--- config.mk ---
export PLATFORM = sky130hd
export DESIGN_NAME = line_follower_controller
export DESIGN_NICKNAME = d
export VERILOG_FILES = /design/src/hw/rtl/lfc_pkg.sv /design/src/hw/rtl/lfc_cfg_regs.sv /design/src/hw/rtl/line_follower_controller.sv
export VERILOG_INCLUDE_DIRS = /design/src /design/src/hw/rtl
export SDC_FILE = /design/constraint.sdc
export NUM_CORES = 1
export LEC_CHECK = 0
export ABC_CLOCK_PERIOD_IN_PS = 8910
export BUFFER_PORTS_ARGS = -buffer_cell sky130_fd_sc_hd__buf_2
export CORE_AREA = 8 8 144 132
export CTS_BUF_LIST = sky130_fd_sc_hd__clkbuf_4
export DETAILED_ROUTE_END_ITERATION = 8
export DIE_AREA = 0 0 152 140
export PLACE_DENSITY_LB_ADDON = 0.2
export SYNTH_ARGS = -nofsm -noshare
export SYNTH_HDL_FRONTEND = slang
export SYNTH_SLANG_ARGS = --single-unit
--- constraint.sdc ---
create_clock -name clk_i -period 8.91 [get_ports clk_i]
set_clock_uncertainty 0.2 [all_clocks]
set_input_delay 1.3365 -clock clk_i [delete_from_list [all_inputs] [get_ports clk_i]]
set_output_delay 1.3365 -clock clk_i [all_outputs]
set_load 0.01 [all_outputs]
--- src/hw/rtl/line_follower_controller_defines.svh ---
// ----------------------------------------------------------------------------
// Line follower controller - assertion macros
// Shared macros for the concurrent checks in the controller RTL.
// ----------------------------------------------------------------------------
`ifndef LINE_FOLLOWER_CONTROLLER_DEFINES_SVH
`define LINE_FOLLOWER_CONTROLLER_DEFINES_SVH

// Overlapping implication, checked on every rising edge outside reset
`define LFC_ASSERT_IMPL(label, clk, rst_n, ante, cons, msg) \
  label: assert property (@(posedge clk) disable iff (!rst_n) (ante) |-> (cons)) \
    else $error(msg);

// Next-cycle implication, checked on every rising edge outside reset
`define LFC_ASSERT_NEXT(label, clk, rst_n, ante, cons, msg) \
  label: assert property (@(posedge clk) disable iff (!rst_n) (ante) |=> (cons)) \
    else $error(msg);

`endif

--- src/hw/rtl/lfc_pkg.sv ---
`timescale 1ns / 1ps
// ----------------------------------------------------------------------------
// Line follower controller package
// Phase codes, sensor patterns, register map and configuration type.
// ----------------------------------------------------------------------------
package lfc_pkg;

  // Controller phases
  typedef enum logic [2:0] {
    PH_IDLE    = 3'd0,
    PH_CRUISE  = 3'd1,
    PH_STEER_L = 3'd2,
    PH_STEER_R = 3'd3,
    PH_JPASS   = 3'd4,
    PH_SPIN    = 3'd5,
    PH_DONE    = 3'd6
  } phase_e;

  // Sensor patterns (left, middle, right; 1 is white)
  localparam logic [2:0] SNS_ALL_BLACK = 3'b000;
  localparam logic [2:0] SNS_RIGHT     = 3'b001;
  localparam logic [2:0] SNS_CENTER    = 3'b010;
  localparam logic [2:0] SNS_STEER_R   = 3'b011;
  localparam logic [2:0] SNS_LEFT      = 3'b100;
  localparam logic [2:0] SNS_STEER_L   = 3'b110;
  localparam logic [2:0] SNS_JUNCTION  = 3'b111;

  // Last white side codes
  localparam logic [1:0] SIDE_NONE  = 2'd0;
  localparam logic [1:0] SIDE_LEFT  = 2'd1;
  localparam logic [1:0] SIDE_RIGHT = 2'd2;

  // Register map
  localparam int unsigned CFG_IDX_W  = 3;
  localparam int unsigned CFG_DATA_W = 16;
  localparam logic [CFG_IDX_W-1:0] CFG_RUN_MODE    = 3'd0;
  localparam logic [CFG_IDX_W-1:0] CFG_CRUISE      = 3'd1;
  localparam logic [CFG_IDX_W-1:0] CFG_STEER_DROP  = 3'd2;
  localparam logic [CFG_IDX_W-1:0] CFG_RECOVERY    = 3'd3;
  localparam logic [CFG_IDX_W-1:0] CFG_SPIN        = 3'd4;
  localparam logic [CFG_IDX_W-1:0] CFG_JUNC_TARGET = 3'd5;
  localparam logic [CFG_IDX_W-1:0] CFG_TIME_LIMIT  = 3'd6;

  // Register reset values
  localparam logic [6:0]  RST_CRUISE      = 7'd126;
  localparam logic [6:0]  RST_STEER_DROP  = 7'd40;
  localparam logic [6:0]  RST_RECOVERY    = 7'd50;
  localparam logic [6:0]  RST_SPIN        = 7'd64;
  localparam logic [7:0]  RST_JUNC_TARGET = 8'd1;
  localparam logic [15:0] RST_TIME_LIMIT  = 16'd1000;

  localparam logic [7:0] JCNT_MAX = 8'd255;

  // Configuration bundle
  typedef struct packed {
    logic        run_mode;
    logic [6:0]  cruise_speed;
    logic [6:0]  steer_drop;
    logic [6:0]  recovery_speed;
    logic [6:0]  spin_speed;
    logic [7:0]  junction_target;
    logic [15:0] time_limit_ms;
  } cfg_t;

endpackage

--- src/hw/rtl/lfc_cfg_regs.sv ---
`timescale 1ns / 1ps
// ----------------------------------------------------------------------------
// Line follower controller - configuration registers
// Indexed write port into the run settings; unknown indexes are dropped.
// ----------------------------------------------------------------------------
module lfc_cfg_regs (
  input  logic                             clk_i,
  input  logic                             rst_ni,
  input  logic                             cfg_valid_i,
  input  logic [lfc_pkg::CFG_IDX_W-1:0]    cfg_index_i,
  input  logic [lfc_pkg::CFG_DATA_W-1:0]   cfg_data_i,
  output lfc_pkg::cfg_t                    cfg_o
);

  lfc_pkg::cfg_t cfg_q, cfg_d;

  // Write decode
  always_comb begin
    cfg_d = cfg_q;
    if (cfg_valid_i) begin
      case (cfg_index_i)
        lfc_pkg::CFG_RUN_MODE:    cfg_d.run_mode        = cfg_data_i[0];
        lfc_pkg::CFG_CRUISE:      cfg_d.cruise_speed    = cfg_data_i[6:0];
        lfc_pkg::CFG_STEER_DROP:  cfg_d.steer_drop      = cfg_data_i[6:0];
        lfc_pkg::CFG_RECOVERY:    cfg_d.recovery_speed  = cfg_data_i[6:0];
        lfc_pkg::CFG_SPIN:        cfg_d.spin_speed      = cfg_data_i[6:0];
        lfc_pkg::CFG_JUNC_TARGET: cfg_d.junction_target = cfg_data_i[7:0];
        lfc_pkg::CFG_TIME_LIMIT:  cfg_d.time_limit_ms   = cfg_data_i[15:0];
        default: ;
      endcase
    end
  end

  always_ff @(posedge clk_i or negedge rst_ni) begin
    if (!rst_ni) begin
      cfg_q.run_mode        <= 1'b0;
      cfg_q.cruise_speed    <= lfc_pkg::RST_CRUISE;
      cfg_q.steer_drop      <= lfc_pkg::RST_STEER_DROP;
      cfg_q.recovery_speed  <= lfc_pkg::RST_RECOVERY;
      cfg_q.spin_speed      <= lfc_pkg::RST_SPIN;
      cfg_q.junction_target <= lfc_pkg::RST_JUNC_TARGET;
      cfg_q.time_limit_ms   <= lfc_pkg::RST_TIME_LIMIT;
    end else begin
      cfg_q <= cfg_d;
    end
  end

  assign cfg_o = cfg_q;

endmodule

--- src/hw/rtl/line_follower_controller.sv ---
`timescale 1ns / 1ps
// The sample register takes an accepted sample transaction; the state update then
//   loads the result register from it.
// Throughput: one sample per cycle while the result channel is not stalled.
// Reset: asynchronous, active low; phase idle, drives zero, counters cleared,
//   run settings at their defaults. Configuration writes are always accepted.
// ----------------------------------------------------------------------------
// Line follower controller
// Three-sensor line follower: steering, line recovery, junction and time stops.
// ----------------------------------------------------------------------------
`include "line_follower_controller_defines.svh"

module line_follower_controller (
  input  logic                           clk_i,
  input  logic                           rst_ni,
  // configuration write channel
  input  logic                           cfg_valid_i,
  output logic                           cfg_ready_o,
  input  logic [lfc_pkg::CFG_IDX_W-1:0]  cfg_index_i,
  input  logic [lfc_pkg::CFG_DATA_W-1:0] cfg_data_i,
  // sample channel
  input  logic                           in_valid_i,
  output logic                           in_ready_o,
  input  logic                           start_req_i,
  input  logic [2:0]                     sensors_i,
  input  logic [31:0]                    time_ms_i,
  // result channel
  output logic                           out_valid_o,
  input  logic                           out_ready_i,
  output logic signed [7:0]              left_drive_o,
  output logic signed [7:0]              right_drive_o,
  output logic                           done_res_o,
  output logic                           unexpected_o
);

  lfc_pkg::cfg_t cfg;

  // Configuration registers
  lfc_cfg_regs u_cfg_regs (
    .clk_i       (clk_i),
    .rst_ni      (rst_ni),
    .cfg_valid_i (cfg_valid_i),
    .cfg_index_i (cfg_index_i),
    .cfg_data_i  (cfg_data_i),
    .cfg_o       (cfg)
  );

  assign cfg_ready_o = 1'b1;

  // --------------------------------------------------------------------------
  // Sample register
  // --------------------------------------------------------------------------
  logic        s1_valid_q;
  logic        s1_start_q;
  logic [2:0]  s1_sns_q;
  logic [31:0] s1_time_q;
  logic        s1_adv;
  logic        out_valid_q;

  assign s1_adv     = s1_valid_q && (!out_valid_q || out_ready_i);
  assign in_ready_o = !s1_valid_q || s1_adv;

  always_ff @(posedge clk_i or negedge rst_ni) begin
    if (!rst_ni) begin
      s1_valid_q <= 1'b0;
    end else if (in_ready_o) begin
      s1_valid_q <= in_valid_i;
    end
  end

  always_ff @(posedge clk_i) begin
    if (in_valid_i && in_ready_o) begin
      s1_start_q <= start_req_i;
      s1_sns_q   <= sensors_i;
      s1_time_q  <= time_ms_i;
    end
  end

  // --------------------------------------------------------------------------
  // Controller state
  // --------------------------------------------------------------------------
  lfc_pkg::phase_e   phase_q, phase_d, phase_cur;
  logic [7:0]        jcnt_q, jcnt_d, jcnt_cur, jcnt_inc;
  logic [1:0]        side_q, side_d;
  logic [31:0]       tstart_q, tstart_d, tstart_cur;
  logic signed [7:0] left_q, left_d, left_cur;
  logic signed [7:0] right_q, right_d, right_cur;
  logic              unexp_q, unexp_d;

  // Start request overrides the stored run state
  assign phase_cur  = s1_start_q ? lfc_pkg::PH_CRUISE : phase_q;
  assign jcnt_cur   = s1_start_q ? 8'd0 : jcnt_q;
  assign tstart_cur = s1_start_q ? s1_time_q : tstart_q;
  assign left_cur   = s1_start_q ? $signed({1'b0, cfg.cruise_speed}) : left_q;
  assign right_cur  = s1_start_q ? $signed({1'b0, cfg.cruise_speed}) : right_q;

  // Shared decode
  logic [31:0]       elapsed;
  logic              time_up;
  logic              junc_hit;
  logic signed [7:0] cruise_drv, inner_drv, spin_drv, recov_drv;

  assign elapsed    = s1_time_q - tstart_cur;
  assign time_up    = cfg.run_mode && (elapsed >= {16'd0, cfg.time_limit_ms});
  assign jcnt_inc   = (jcnt_cur < lfc_pkg::JCNT_MAX) ? jcnt_cur + 8'd1 : jcnt_cur;
  assign junc_hit   = (jcnt_inc == cfg.junction_target);
  assign cruise_drv = $signed({1'b0, cfg.cruise_speed});
  assign inner_drv  = (cfg.cruise_speed > cfg.steer_drop) ?
                      $signed({1'b0, cfg.cruise_speed - cfg.steer_drop}) : 8'sd0;
  assign spin_drv   = $signed({1'b0, cfg.spin_speed});
  assign recov_drv  = $signed({1'b0, cfg.recovery_speed});

  // Next phase
  always_comb begin
    phase_d = phase_cur;
    case (phase_cur)
      lfc_pkg::PH_CRUISE: begin
        if (time_up) begin
          phase_d = lfc_pkg::PH_DONE;
        end else begin
          case (s1_sns_q)
            lfc_pkg::SNS_STEER_L:   phase_d = lfc_pkg::PH_STEER_L;
            lfc_pkg::SNS_STEER_R:   phase_d = lfc_pkg::PH_STEER_R;
            lfc_pkg::SNS_ALL_BLACK: phase_d = lfc_pkg::PH_SPIN;
            lfc_pkg::SNS_JUNCTION: begin
              if (!cfg.run_mode) begin
                phase_d = junc_hit ? lfc_pkg::PH_DONE : lfc_pkg::PH_JPASS;
              end
            end
            default: ;
          endcase
        end
      end
      lfc_pkg::PH_STEER_L: begin
        if (s1_sns_q != lfc_pkg::SNS_STEER_L) phase_d = lfc_pkg::PH_CRUISE;
      end
      lfc_pkg::PH_STEER_R: begin
        if (s1_sns_q != lfc_pkg::SNS_STEER_R) phase_d = lfc_pkg::PH_CRUISE;
      end
      lfc_pkg::PH_JPASS: begin
        if (s1_sns_q != lfc_pkg::SNS_JUNCTION) phase_d = lfc_pkg::PH_CRUISE;
      end
      lfc_pkg::PH_SPIN: begin
        if (s1_sns_q == lfc_pkg::SNS_CENTER) phase_d = lfc_pkg::PH_CRUISE;
      end
      lfc_pkg::PH_DONE: phase_d = lfc_pkg::PH_DONE;
      default:          phase_d = lfc_pkg::PH_IDLE;
    endcase
  end

  // Drives, counters and flags
  always_comb begin
    left_d   = left_cur;
    right_d  = right_cur;
    jcnt_d   = jcnt_cur;
    side_d   = side_q;
    tstart_d = tstart_cur;
    unexp_d  = 1'b0;
    case (phase_cur)
      lfc_pkg::PH_CRUISE: begin
        if (time_up) begin
          left_d  = 8'sd0;
          right_d = 8'sd0;
        end else begin
          case (s1_sns_q)
            lfc_pkg::SNS_CENTER: ;
            lfc_pkg::SNS_STEER_L: begin
              left_d  = inner_drv;
              right_d = cruise_drv;
            end
            lfc_pkg::SNS_STEER_R: begin
              left_d  = cruise_drv;
              right_d = inner_drv;
            end
            lfc_pkg::SNS_LEFT:  side_d = lfc_pkg::SIDE_LEFT;
            lfc_pkg::SNS_RIGHT: side_d = lfc_pkg::SIDE_RIGHT;
            lfc_pkg::SNS_ALL_BLACK: begin
              // spin away from the side that last went white
              if (side_q == lfc_pkg::SIDE_LEFT) begin
                left_d  = spin_drv;
                right_d = -spin_drv;
              end else begin
                left_d  = -spin_drv;
                right_d = spin_drv;
              end
            end
            lfc_pkg::SNS_JUNCTION: begin
              if (!cfg.run_mode) begin
                jcnt_d = jcnt_inc;
                if (junc_hit) begin
                  left_d  = 8'sd0;
                  right_d = 8'sd0;
                end
              end
            end
            default: begin
              // 101: stop motors and flag it
              left_d  = 8'sd0;
              right_d = 8'sd0;
              unexp_d = 1'b1;
            end
          endcase
        end
      end
      lfc_pkg::PH_STEER_L: begin
        if (s1_sns_q != lfc_pkg::SNS_STEER_L) begin
          left_d  = cruise_drv;
          right_d = cruise_drv;
        end
      end
      lfc_pkg::PH_STEER_R: begin
        if (s1_sns_q != lfc_pkg::SNS_STEER_R) begin
          left_d  = cruise_drv;
          right_d = cruise_drv;
        end
      end
      lfc_pkg::PH_JPASS: ;
      lfc_pkg::PH_SPIN: begin
        if (s1_sns_q == lfc_pkg::SNS_CENTER) begin
          left_d  = recov_drv;
          right_d = recov_drv;
        end
      end
      default: begin
        left_d  = 8'sd0;
        right_d = 8'sd0;
      end
    endcase
  end

  // State and result registers, loaded as the sample leaves its register
  always_ff @(posedge clk_i or negedge rst_ni) begin
    if (!rst_ni) begin
      phase_q  <= lfc_pkg::PH_IDLE;
      jcnt_q   <= 8'd0;
      side_q   <= lfc_pkg::SIDE_NONE;
      tstart_q <= 32'd0;
      left_q   <= 8'sd0;
      right_q  <= 8'sd0;
      unexp_q  <= 1'b0;
    end else if (s1_adv) begin
      phase_q  <= phase_d;
      jcnt_q   <= jcnt_d;
      side_q   <= side_d;
      tstart_q <= tstart_d;
      left_q   <= left_d;
      right_q  <= right_d;
      unexp_q  <= unexp_d;
    end
  end

  always_ff @(posedge clk_i or negedge rst_ni) begin
    if (!rst_ni) begin
      out_valid_q <= 1'b0;
    end else if (!out_valid_q || out_ready_i) begin
      out_valid_q <= s1_valid_q;
    end
  end

  // Result outputs
  assign out_valid_o   = out_valid_q;
  assign left_drive_o  = left_q;
  assign right_drive_o = right_q;
  assign done_res_o    = (phase_q == lfc_pkg::PH_DONE);
  assign unexpected_o  = unexp_q;

  // --------------------------------------------------------------------------
  // Assertions
  // --------------------------------------------------------------------------
  `LFC_ASSERT_IMPL(a_done_stopped, clk_i, rst_ni, out_valid_q && done_res_o,
    left_q == 8'sd0 && right_q == 8'sd0, "done result with motors running")
  `LFC_ASSERT_IMPL(a_unexp_stopped, clk_i, rst_ni, out_valid_q && unexp_q,
    left_q == 8'sd0 && right_q == 8'sd0 && phase_q == lfc_pkg::PH_CRUISE,
    "unexpected flag without stop in cruise")
  `LFC_ASSERT_NEXT(a_sample_captured, clk_i, rst_ni, in_valid_i && in_ready_o,
    s1_valid_q, "accepted sample transaction lost")
  `LFC_ASSERT_NEXT(a_result_follows, clk_i, rst_ni, s1_adv, out_valid_q,
    "state updated without a result")

endmodule

### Word level (Yosys, flattened, before mapping)

Index checks and enable logic that the tools add are counted.

| storage, ports and cells | value |
|---|---|
| output and inout bits | 21 |
| RAM bits | 0 |
| logic and storage cells | 113 |
| bits in read-only memories | 0 |
| memories | 0 |
| bits in latches | 0 |
| register bits | 153 |

| operators by class | value |
|---|---|
| mux-type cells | 42 |
| reductions and logical operators | 20 |
| shifts and indexed selects | 0 |
| div/mod/pow operators | 0 |
| add/subtract/negate cells | 4 |
| equality and inequality tests | 24 |
| bitwise gates (word level) | 1 |
| multipliers | 0 |
| magnitude comparators | 3 |

Operators by type and width:

| cell | number |
|---|---|
| two-way mux 8 bit | 22 |
| case mux 8 bit (5 select lines) | 4 |
| >= comparator 32 x 16 -> 1 bit | 1 |
| two-way mux 32 bit | 1 |
| subtractor 32 bit | 1 |
| == test 3 bit, second input constant | 10 |
| two-way mux 3 bit | 7 |
| == test 3 x 2 -> 1 bit, second input constant | 6 |
| case mux 3 bit (6 select lines) | 1 |
| AND reduction 2 bit | 7 |
| case mux 3 bit (4 select lines) | 1 |
| == test 3 x 1 -> 1 bit, second input constant | 3 |
| adder 8 x 1 -> 8 bit, second input constant | 1 |
| == test 8 bit | 1 |
| < comparator 8 bit, second input constant | 1 |
| negator 7 -> 8 bit | 1 |
| greater-than comparator 7 bit | 1 |
| two-way mux 7 bit | 1 |
| OR reduction 7 bit | 1 |
| subtractor 7 bit | 1 |
| zero test 3 bit | 2 |
| != test 3 bit, second input constant | 2 |
| case mux 2 bit (2 select lines) | 1 |
| AND reduction 4 bit | 1 |
| other kinds (10) | 16 |

### Depth between registers and ports, before layout

Gate-level depths: netlist of the first run.

| logic depth | value |
|---|---|
| depth in word-level cells | 9 |
| mapped depth | 26 |
| gate-level depth less buffers | 21 |

### Hierarchy

A second synthesis of the first run with hierarchy kept.

| second synthesis, totals | value |
|---|---|
| cell total of the unflattened synthesis | 1,079 |
| area, all modules | 10,252.3 sq um |

Modules (own cells, without submodules):

| module | cells each | area an instance (sq um) | sequential area each (sq um) | times used |
|---|---|---|---|---|
| line_follower_controller | 961 | 8,155.3 | 2,682.6 | 1 |
| lfc_cfg_regs | 118 | 2,097.0 | 1,350.0 | 1 |

### Worst setup path after synthesis of the first run

Ideal clock, no wire load.

| path | value |
|---|---|
| path kind | reg2reg |
| start | register s1_start_q |
| end | register side_q[0] |
| path buffers | 5 |
| slack | 2.306 ns |
| setup time | 0.069 ns |
| cell stages (with the launch flop) | 26 |
| arrival | 6.335 ns |
| path through | edfxtp_1 -> clkbuf_1 -> clkbuf_1 -> clkbuf_1 -> buf_1 -> buf_1 -> mux2i_1 -> ha_1 -> nand4_1 -> a311oi_1 -> nor2_1 -> o21ai_0 -> a21o_1 -> a21oi_1 -> xnor2_1 -> ha_1 -> nand4_1 -> nor3_1 -> o31ai_1 -> o2111ai_1 -> a2111oi_2 -> nand4_1 -> or4_4 -> o31a_1 -> or4_1 -> nand3_1 |

| on the way | value |
|---|---|
| cells in the longest elaborated chain, start to end | 6 |
| elaborated cells on any way between the ends | 8 |

RTL lines:

| what | RTL line | RTL |
|---|---|---|
| start: declaration | line_follower_controller.sv:54 | `logic s1_start_q;` |
| start signal: assignment | line_follower_controller.sv:73 | `s1_start_q <= start_req_i;` |
| two-way mux 32 bit | line_follower_controller.sv:93 | `assign tstart_cur = s1_start_q ? s1_time_q : tstart_q;` |
| subtractor 32 bit | line_follower_controller.sv:103 | `assign elapsed = s1_time_q - tstart_cur;` |
| >= comparator 32 x 16 -> 1 bit | line_follower_controller.sv:104 | `assign time_up = cfg.run_mode && (elapsed >= {16'd0, cfg.time_limit_ms});` |
| logical AND 1 bit | line_follower_controller.sv:104 |  |
| NOT 1 bit (no source line) | -- |  |
| AND reduction 4 bit (no source line) (*) | -- |  |
| end signal: assignment | line_follower_controller.sv:236 | `side_q <= lfc_pkg::SIDE_NONE;` |
| end signal: assignment | line_follower_controller.sv:244 | `side_q <= side_d;` |
| end: declaration | line_follower_controller.sv:84 | `logic [1:0] side_q, side_d;` |

Every way passes the cells marked *; elsewhere a longest branch is shown, timed or not.
A chain may end at the register's enable or synchronous reset.

### Final worst setup path of the first run

| path | value |
|---|---|
| start | register s1_start_q |
| end | register right_q[0], in the netlist right_drive_o[0] |

| on the way | value |
|---|---|
| elaborated cells on any way between the ends | 24 |

RTL lines:

| what | RTL line | RTL |
|---|---|---|
| two-way mux 32 bit | line_follower_controller.sv:93 |  |
| via tstart_cur[0] | line_follower_controller.sv:85 | `logic [31:0] tstart_q, tstart_d, tstart_cur;` |
| subtractor 32 bit | line_follower_controller.sv:103 |  |
| >= comparator 32 x 16 -> 1 bit | line_follower_controller.sv:104 |  |
| logical AND 1 bit | line_follower_controller.sv:104 |  |
| two-way mux 8 bit | line_follower_controller.sv:161 | `if (time_up) begin` |
| case mux 8 bit (5 select lines) | line_follower_controller.sv:159 | `case (phase_cur)` |
| end signal: assignment | line_follower_controller.sv:247 | `right_q <= right_d;` |
| end: declaration | line_follower_controller.sv:87 | `logic signed [7:0] right_q, right_d, right_cur;` |

The timed path passes the listed nets, and every way through them passes these cells.

==> out/results.txt, run 1 <==
Dividing the synthesized area by the synthesized cell count gives 9.44 sq um. The library cell used most frequently in the layout, excluding fill and tap cells, is sky130_fd_sc_hd__nand2_1. For the area enclosed by the die boundary, the log shows 21300 sq um.

The logs give 8207 for the number of global-route vias before repair and 0.939 for the final weighted congestion of routability-driven global placement. The logs give 1253 for the net count of the finished layout and 0 for the number of setup violations in the final report. The launching element type of the critical path is a flop. The logs give 4 for the depth of the CTS H-tree and 17 for the CTS buffer count. Critical path data required time: 9.19 ns. The clock passes through at most 2 buffers.

For this design the ratio of total power to cell area is 226 nW/um^2. The number of filler instances in the final layout was 1364. The initial antenna violation count was 3; the share of power burned in registers was 0.397. Among all flip-flop cells after synthesis, the most frequent one is sky130_fd_sc_hd__dfrtp_1. For this run, the number of standard cells in the final layout without fillers is 1361. For the initial core utilization, the log shows 0.616.

The gate count after technology mapping is 1084. Number of max-slew violations in the final report: 0. Setup repair after global routing left no endpoint under its margin.

The critical path goes through mux2_2, ha_1, nor2b_1, o2111ai_1, a311oi_1, nor2_1, o21ai_0, a21o_1, a21oi_1, xnor2_1, ha_1, nand4_1, nor3_1, o31ai_1, o2111ai_1, a2111oi_2, nand4_1, or4_4, o21ai_0, a21oi_1, o221ai_1. Pin placement for this block handled 81 I/O pins. The largest fanout on the critical path came out at 19. The clock reaches the later pin of the worst-skew pair after 0.57 ns. Compared with the post-synthesis result, the final layout area differs by 8.16%.

The logs give 8711 for the via total after detailed routing and 1003 for the detailed router's first-iteration violation count. In this run, synthesis inferred 36 flip-flops with an integrated enable. In this run the power spent charging and discharging nets is 0.965 mW.

Hold repair after CTS inserted 0 buffers. VDD sags by at most 0.000150 V. The clock period minus final worst setup slack came out at 7.14 ns.

Share of synthesized area spent on multiplexers: 0.0861. After synthesis the cells add up to 10200 sq um. The floorplan die height was 140 microns; the combinational share of power was 0.400. The final sum of negative setup slack was 0 ns; the number of iterations in the first detailed-routing pass was 5. Wires add up to 26100 microns. Before CTS, the worst setup slack after placement is 1.96 ns. The count of endpoints failing hold in the final timing report was 0.

Internal power comes to 1.53 mW. The async set-or-reset flop fraction in the synthesized netlist came out at 0.765. The analysis attributes to cell leakage a power of 4.73 nW. The placement row count is 45, and the reported max-cap violation count is 0. The remaining antenna violation count came out at 0. The number of cells after detailed placement is 1325. Aggregate global-route resource usage: 0.243.

The peak per-stage delay on the critical path was 1.05 ns. The logs give 0 for the count of buffers added by post-CTS timing repair for setup and 0 for the number of instances resized during post-cts repair. The worst slew slack as a fraction of its limit is 0.162. The clock root buffer master is sky130_fd_sc_hd__clkbuf_4. The fmax was 0.140 GHz; the number of library cell types mapped by synthesis was 85.

Area share of and/or/nand/nor cells after synthesis: 0.149. By area, the combinational part of the netlist is dominated by compound AO/OA/AOI/OAI gates. The final period utilization came out at 0.802.

In this design, the largest share of critical-path delay is due to compound AO/OA/AOI/OAI gates. The core region is 16600 sq um. The detailed-route DRC error count is 0, and the clock transition at the registers of the reported paths is 0.13 ns.

The area share of fa/ha/maj cells after synthesis was 0.0748; the share of total power in the clock network was 0.203. Actual transition at the worst max-transition pin: 1.24 ns. The critical path in this run is classified as flop to flop. Detailed-route vias per instance: 6.40.

The tightest min-delay check is of the flop to flop type. Area share of the leading cell type in the synthesized netlist: 0.240. The largest individual stage delay along the critical path comes from the cell sky130_fd_sc_hd__edfxtp_1. Across all setup checks in the final design, the least slack found is 1.77 ns. The largest total area in the synthesized netlist belongs to sky130_fd_sc_hd__dfrtp_1.

When the netlist entered floorplanning its net count stood at 1204. The count of buffers from port buffering is 79, and the area share of xor/xnor cells in the synthesized design is 0.0402. The register bit total from synthesis was 153.

Leaving out fill and tap cells, the most frequent cells in the layout are 112 x sky130_fd_sc_hd__nand2_1, 98 x sky130_fd_sc_hd__dfrtp_1, 78 x sky130_fd_sc_hd__o21ai_0, 78 x sky130_fd_sc_hd__buf_2. TritonCTS built the clock tree. Horizontal die dimension: 152 microns. For this run, the number of Yosys warnings is 0. Data arrives at the worst endpoint at 7.42 ns. The first global-routing pass estimated 42400 microns of wire.

Ranked by total cell area, the synthesized netlist is headed by sky130_fd_sc_hd__dfrtp_1 24%, sky130_fd_sc_hd__edfxtp_1 11%, sky130_fd_sc_hd__ha_1 7.1%, sky130_fd_sc_hd__mux2_2 5.2%, sky130_fd_sc_hd__dfstp_2 4.9%. The share of total power consumed by net switching was 0.387. After detailed routing, the average wire length per cell comes to 19.2 microns. The share of final-layout standard cells stronger than drive strength 1 was 0.182. Share of the yosys chip area belonging to registers: 0.394.

The worst setup path is captured at a flop. The count of buffering cells on the critical path with inverters included was 0. The count of clock tree sinks is 153, and the maximum number of pins on one net before global-route repair is 78. The fraction of the core area covered by cells at the end of the flow was 0.666; the compound-cell area share of the yosys netlist was 0.215. Summed over all nets, the half-perimeter wirelength after detailed placement is 19200 microns. Overall power consumption after layout is estimated at 2.50 mW. The worst register-to-register path has a setup slack of 1.77 ns.

The flow ran to the end, and the final reports show no timing, DRC or antenna violations. The total overflow left after global routing is 0.
[power by group through the flow]
stage	registers [mW]	clock network, mW	logic [mW]
detailed placement	0.998	0	0.982
finish	0.990	0.506	0.999
global route	1.00	0.538	1.11
floorplan	0.952	0	0.762
global placement	0.994	0	0.961
CTS	0.985	0.515	0.988
[metal layers]
layer / vias up / wire length, microns / track usage
li1: 4148 / - / -
met1: 4163 / 12200 / 0.343
met2: 365 / 11300 / 0.368
met3: 35 / 2280 / 0.0621
met4: 0 / 310 / 0.0578
met5: - / 0 / 0
[flip-flops by register name, summed over array words and instances (netlist names), 2 cells and up]
register	flops
left_drive_o	8
u_cfg_regs.cfg_o	53
phase_q	3
right_drive_o	8
tstart_q	32
s1_sns_q	3
jcnt_q	8
side_q	2
s1_time_q	32
[logic make-up (layout without fill, tap and decap cells)]
kind of cell,after synthesis,count (layout)
DFF,153,153
other,1,5
and+or+nand+nor,319,319
muxes,82,82
adders and majority gates,60,60
buffers and inverters,104,166
AOI/OAI and AO/OA,318,318
xor gates and xnor gates,47,47
[layout make-up]
class	count	area, sq um	share of cell area
sequential	153	4030	0.364
multi-input combinational	827	5790	0.524
inverter	49	184	0.0166
clock buffer	18	135	0.0122
antenna	4	10.0	0.000905
clock inverter	14	203	0.0183
tap	211	264	0.0239
timing repair buffer	85	443	0.0400
[worst register-to-register path: stages, from the launching register on]
cell and delay, ns:
sky130_fd_sc_hd__edfxtp_1 1.05, sky130_fd_sc_hd__mux2_2 0.44, sky130_fd_sc_hd__ha_1 0.21, sky130_fd_sc_hd__nor2b_1 0.17, sky130_fd_sc_hd__o2111ai_1 0.16, sky130_fd_sc_hd__a311oi_1 0.63, sky130_fd_sc_hd__nor2_1 0.14, sky130_fd_sc_hd__o21ai_0 0.44
sky130_fd_sc_hd__a21o_1 0.19, sky130_fd_sc_hd__a21oi_1 0.07, sky130_fd_sc_hd__xnor2_1 0.14, sky130_fd_sc_hd__ha_1 0.30, sky130_fd_sc_hd__nand4_1 0.12, sky130_fd_sc_hd__nor3_1 0.08, sky130_fd_sc_hd__o31ai_1 0.08, sky130_fd_sc_hd__o2111ai_1 0.18
sky130_fd_sc_hd__a2111oi_2 0.36, sky130_fd_sc_hd__nand4_1 0.14, sky130_fd_sc_hd__or4_4 0.52, sky130_fd_sc_hd__o21ai_0 0.99, sky130_fd_sc_hd__a21oi_1 0.23, sky130_fd_sc_hd__o221ai_1 0.24
[per-stage QoR]
stage / area (sq um) / hold slack [ns]
after global placement: 10700 / 0.262
after detailed placement: 10700 / 0.272
final: 11100 / 0.297
after floorplan: 10200 / 0.249
after global routing: 11100 / 0.316
after CTS: 11100 / 0.301
[synthesized netlist by cell type, types with 23 or more instances]
| cell | number |
|---|---|
| sky130_fd_sc_hd__nor3_1 | 23 |
| sky130_fd_sc_hd__o21ai_0 | 78 |
| sky130_fd_sc_hd__nor2_1 | 71 |
| sky130_fd_sc_hd__ha_1 | 58 |
| sky130_fd_sc_hd__inv_1 | 49 |
| sky130_fd_sc_hd__clkbuf_1 | 44 |
| sky130_fd_sc_hd__xnor2_1 | 28 |
| sky130_fd_sc_hd__mux2_2 | 47 |
| sky130_fd_sc_hd__edfxtp_1 | 36 |
| sky130_fd_sc_hd__dfrtp_1 | 98 |
| sky130_fd_sc_hd__mux2i_1 | 34 |
| sky130_fd_sc_hd__a21oi_1 | 71 |
| sky130_fd_sc_hd__nand2_1 | 113 |
[final timing paths]
check                                             to  depth (start not counted)         start
worst min-delay path                    unexpected_o                          2  unexpected_o
worst min register to register          unexpected_o                          2  unexpected_o
worst max-delay path                right_drive_o[0]                         21    s1_start_q
max in group asynchronous       u_cfg_regs.cfg_o[24]                          2        rst_ni
worst max register to register      right_drive_o[0]                         21    s1_start_q
min in group asynchronous       u_cfg_regs.cfg_o[11]                          1        rst_ni
(Power assumes the default switching activity.)
==> inputs of run 2 (changes only) <==
Settings changed: ABC_AREA set to 1, ABC_CLOCK_PERIOD_IN_PS 8910 to 7000, CORE_AREA 8 8 144 132 to 8 8 150 138, DIE_AREA 0 0 152 140 to 0 0 158 146.
Clock period 8.91 ns to 7 ns, I/O delays scaled along.
==> out/results.txt, run 2 <==
The tree is rooted in a sky130_fd_sc_hd__clkbuf_4. The largest fanout on the critical path works out to 25 (+6). The clock transition at the registers of the reported paths was 0.16 ns (+0.03 ns); the number of library cell types mapped by synthesis was 51 (-40%).

Number of setup violations in the final report: 0 (unchanged). Setup repair after global routing left no endpoint under its margin. The capturing element type of the critical path was a flop.

The worst hold path class is flop to flop. The logs give 0 (unchanged) for the overflow left after global routing and 0 (unchanged) for the number of hold buffers added after CTS. By area the synthesized netlist is led by sky130_fd_sc_hd__dfrtp_1 22%, sky130_fd_sc_hd__nand2_1 18%, sky130_fd_sc_hd__edfxtp_1 9.5%, sky130_fd_sc_hd__inv_1 8.1%, sky130_fd_sc_hd__ha_1 6.4%. The horizontal die dimension was 158 microns (+3.9%); the cell area after synthesis was 11400 sq um (+11%). The number of max-slew violations in the final report is 0 (unchanged). Final weighted congestion of routability-driven global placement: 1.01 (+7.3%). Leaving out fill and tap cells, the most frequent cells in the layout are 533 x sky130_fd_sc_hd__nand2_1, 247 x sky130_fd_sc_hd__inv_1, 146 x sky130_fd_sc_hd__nor2_1. The count of clock tree sinks is 153 (unchanged), and the share of total power consumed by net switching is 0.468 (+0.0810). The CTS buffer count is 17 (unchanged), and the area share of and/or/nand/nor cells after synthesis is 0.308 (+0.158).

The total power divided by cell area is 288 nW/um^2 (+28%), and the critical path data required time is 7.27 ns (-1.92 ns). The clock period minus final worst setup slack is 5.31 ns (-1.83 ns), and the fmax is 0.188 GHz (+35%). The run gives 1036 (+3.3%) as the detailed router's first-iteration violation count. The flip-flop count of the largest register, all copies and words added is 53 (unchanged), and the count of buffers added by post-CTS timing repair for setup is 0 (unchanged).

The floorplan die height came out at 146 microns (+4.3%). The logs give 2 (unchanged) for the clock tree buffer depth and 0.000149 V (-0.19%) for the maximum vdd drop. The worst slew slack as a fraction of its limit is 0.374 (+0.212), and the area share of the leading cell type in the synthesized netlist is 0.215 (-0.0245). Compound-cell area share of the yosys netlist: 0.118 (-0.0967).

The aggregate global-route resource usage was 0.269 (+0.0254); the final period utilization was 0.758 (-0.0433). The tools report the source of the worst register-to-register timing path as s1_start_q. The count of buffers from port buffering is 79 (unchanged). The combinational share of power was 0.487 (+0.087).

The area enclosed by the die boundary is 23100 sq um (+8.4%). The number of stages on the worst hold path was 2 (unchanged). Type of the setup path with the least slack: flop to flop.

The fraction of the core area covered by cells at the end of the flow is 0.674 (+0.00766). The run finished, with violations left. The register bit total from synthesis came out at 153 (unchanged).

The internal cell power was 1.87 mW (+22%); the depth of the CTS H-tree was 4 (unchanged). The reported max-cap violation count was 0 (unchanged). The checks that failed: DRC. The number of cell instances on the worst register-to-register path is 25 (+19%). The core area came out at 18100 sq um (+9.0%). The run gives 3.52 mW (+41%) as the overall power of the completed layout. The number of synthesized flops with an enable pin is 36 (unchanged), and the top-level I/O count is 81 (unchanged). The detailed-route vias per instance was 5.45 (-15%). For the total nets after synthesis, the log shows 1781 (+48%). Standby leakage power: 6.53 nW (+38%). Wire length of the first global-routing pass: 49500 microns (+17%). The share of synthesized area spent on multiplexers is 0.0255 (-0.0606), and the net switching power figure is 1.64 mW (+70%).

The mean post-synth cell area is 6.86 sq um (-27%). The actual transition at the worst max-transition pin is 0.939 ns (-0.305 ns). In this run the critical register-to-register path is captured at side_q[1]. The share of final-layout standard cells stronger than drive strength 1 is 0.100 (-0.0821). The launching element type of the critical path is a flop. The net count of the finished layout came out at 1843 (+47%). For the register-to-register path setup slack, the log shows 1.69 ns (-0.08 ns). The gate count after technology mapping was 1661 (+53%).

For this run, the leading register cell type out of synthesis is sky130_fd_sc_hd__dfrtp_1. The via total after detailed routing was 10800 (+24%). The average detailed-routed wire length per instance came out at 15.3 microns (-20%). The number of global-route vias before repair is 9891 (+21%), and the share of total power in the clock network is 0.148 (-0.055). For the sum of net half-perimeters after detailed placement, the log shows 23100 microns (+21%). The run gives 0 (unchanged) as the total of warnings raised by yosys. The async set-or-reset flop fraction in the synthesized netlist is 0.765 (unchanged).

The end point of the worst hold path was side_q[0]. The most area-hungry cell type in the Yosys netlist was sky130_fd_sc_hd__dfrtp_1. The commonest cells after synthesis are 534 x sky130_fd_sc_hd__nand2_1, 247 x sky130_fd_sc_hd__inv_1, 146 x sky130_fd_sc_hd__nor2_1. By area, the combinational part of the netlist is dominated by simple AND/OR/NAND/NOR gates. The area share of fa/ha/maj cells after synthesis works out to 0.0672 (-0.00765). The number of iterations in the first detailed-routing pass is 8 (+3), and the share of power burned in registers is 0.365 (-0.032). The clock network latency to the later pin of the worst-skew pair is 0.58 ns (about the same), and the count of endpoints failing hold in the final timing report is 0 (unchanged). The maximum number of pins on one net before global-route repair is 89 (+14%), and the number of filler instances in the final layout is 1654 (+21%). For the wire length after detailed routing, the log shows 30400 microns (+17%).

The final sum of negative setup slack is 0 ns (unchanged), and the area share of xor/xnor cells in the synthesized design is 0.0238 (-0.0164). The initial antenna violation count was 1 (-2). The logs give 0.354 (-0.0403) for the share of the yosys chip area belonging to registers and 5.58 ns (-1.84 ns) for the data arrival time of the critical path. The initial core utilization is 0.629 (+0.0132). The library cell used most frequently in the layout, excluding fill and tap cells, is sky130_fd_sc_hd__nand2_1.

The remaining antenna violation count came out at 0 (unchanged). The placement row count came out at 47 (+4.4%). The area growth from synthesis to layout is 7.10%.

Startpoint of the lowest-slack hold path: side_q[0]. For the number of instances resized during post-cts repair, the log shows 0 (unchanged). The detailed-route DRC error count is 2 (+2). Yosys instantiated no cell more often than sky130_fd_sc_hd__nand2_1.

TritonCTS built the clock tree.
## run 2: layout make-up
class | count | area (sq um) | share of cell area
Tap cell | 245 | 307 | 0.0251
Inverter | 255 | 962 | 0.0788
Clock buffer | 18 | 135 | 0.0111
Multi-Input combinational cell | 1208 | 6190 | 0.507
Sequential cell | 153 | 4030 | 0.330
Timing Repair Buffer | 88 | 465 | 0.0381
Clock inverter | 14 | 114 | 0.00933
Antenna cell | 1 | 2.50 | 0.000205
## run 2: cells by family after synthesis
group	count (synthesis)
flops	153
fa+ha+maj	60
compound gates	246
mux	29
buf+inv	300
simple gates	841
xor+xnor	31
other cells	1
## run 2: how the worst max path moves through the flow
stage                     startpoint   endpoint  slack [ns]
after floorplan           s1_start_q  side_q[0]        2.56
after global placement    s1_start_q  side_q[1]        1.94
after detailed placement  s1_start_q  side_q[1]        1.79
after CTS                 s1_start_q  side_q[1]        1.74
after global routing      s1_start_q  side_q[0]        1.21
final                     s1_start_q  side_q[1]        1.69
## run 2: layer usage
metal | wire length, microns | track usage | vias to the layer above
li1 | - | - | 5442
met1 | 14100 | 0.395 | 4833
met2 | 12600 | 0.383 | 476
met3 | 3090 | 0.0600 | 48
met4 | 629 | 0.0829 | 0
met5 | 0 | 0 | -
## run 2: power by group through the flow
stage          Sequential [mW]  Clock [mW]  Combinational [mW]
2_1_floorplan             1.26           0                1.24
3_3_place_gp              1.29           0                1.65
3_5_place_dp              1.30           0                1.68
4_1_cts                   1.28       0.528                1.69
5_1_grt                   1.31       0.561                1.95
6_report                  1.29       0.519                1.71
## run 2: stage by stage
step | worst slack (ns) | area [sq um] | instances | hold slack (ns)
floorplan | 2.56 | 11400 | 1661 | 0.242
global placement | 1.94 | 12000 | 1949 | 0.266
detailed placement | 1.79 | 12000 | 1949 | 0.262
CTS | 1.74 | 12200 | 1981 | 0.293
global route | 1.21 | 12200 | 1982 | 0.320
finish | 1.69 | 12200 | 1982 | 0.289
## run 2: critical path: stages, from the launching register on
cell                       delay [ns]
sky130_fd_sc_hd__edfxtp_1        1.00
sky130_fd_sc_hd__buf_4           0.53
sky130_fd_sc_hd__mux2i_1         0.31
sky130_fd_sc_hd__ha_1            0.33
sky130_fd_sc_hd__nand2_1         0.11
sky130_fd_sc_hd__inv_1           0.05
sky130_fd_sc_hd__nand2_1         0.11
sky130_fd_sc_hd__nor2_1          0.06
sky130_fd_sc_hd__nor2_1          0.08
sky130_fd_sc_hd__nand2_1         0.11
sky130_fd_sc_hd__xor2_1          0.16
sky130_fd_sc_hd__ha_1            0.30
sky130_fd_sc_hd__inv_1           0.08
sky130_fd_sc_hd__nor3_1          0.05
sky130_fd_sc_hd__a211oi_1        0.19
sky130_fd_sc_hd__nand3_1         0.10
sky130_fd_sc_hd__nor2_1          0.09
sky130_fd_sc_hd__nand3_1         0.07
sky130_fd_sc_hd__nor2_1          0.10
sky130_fd_sc_hd__nand3_1         0.09
sky130_fd_sc_hd__nand2_1         0.63
sky130_fd_sc_hd__nand2_2         0.14
sky130_fd_sc_hd__inv_2           0.10
sky130_fd_sc_hd__nand2_1         0.07
sky130_fd_sc_hd__nand2_1         0.07
sky130_fd_sc_hd__nand2_1         0.04
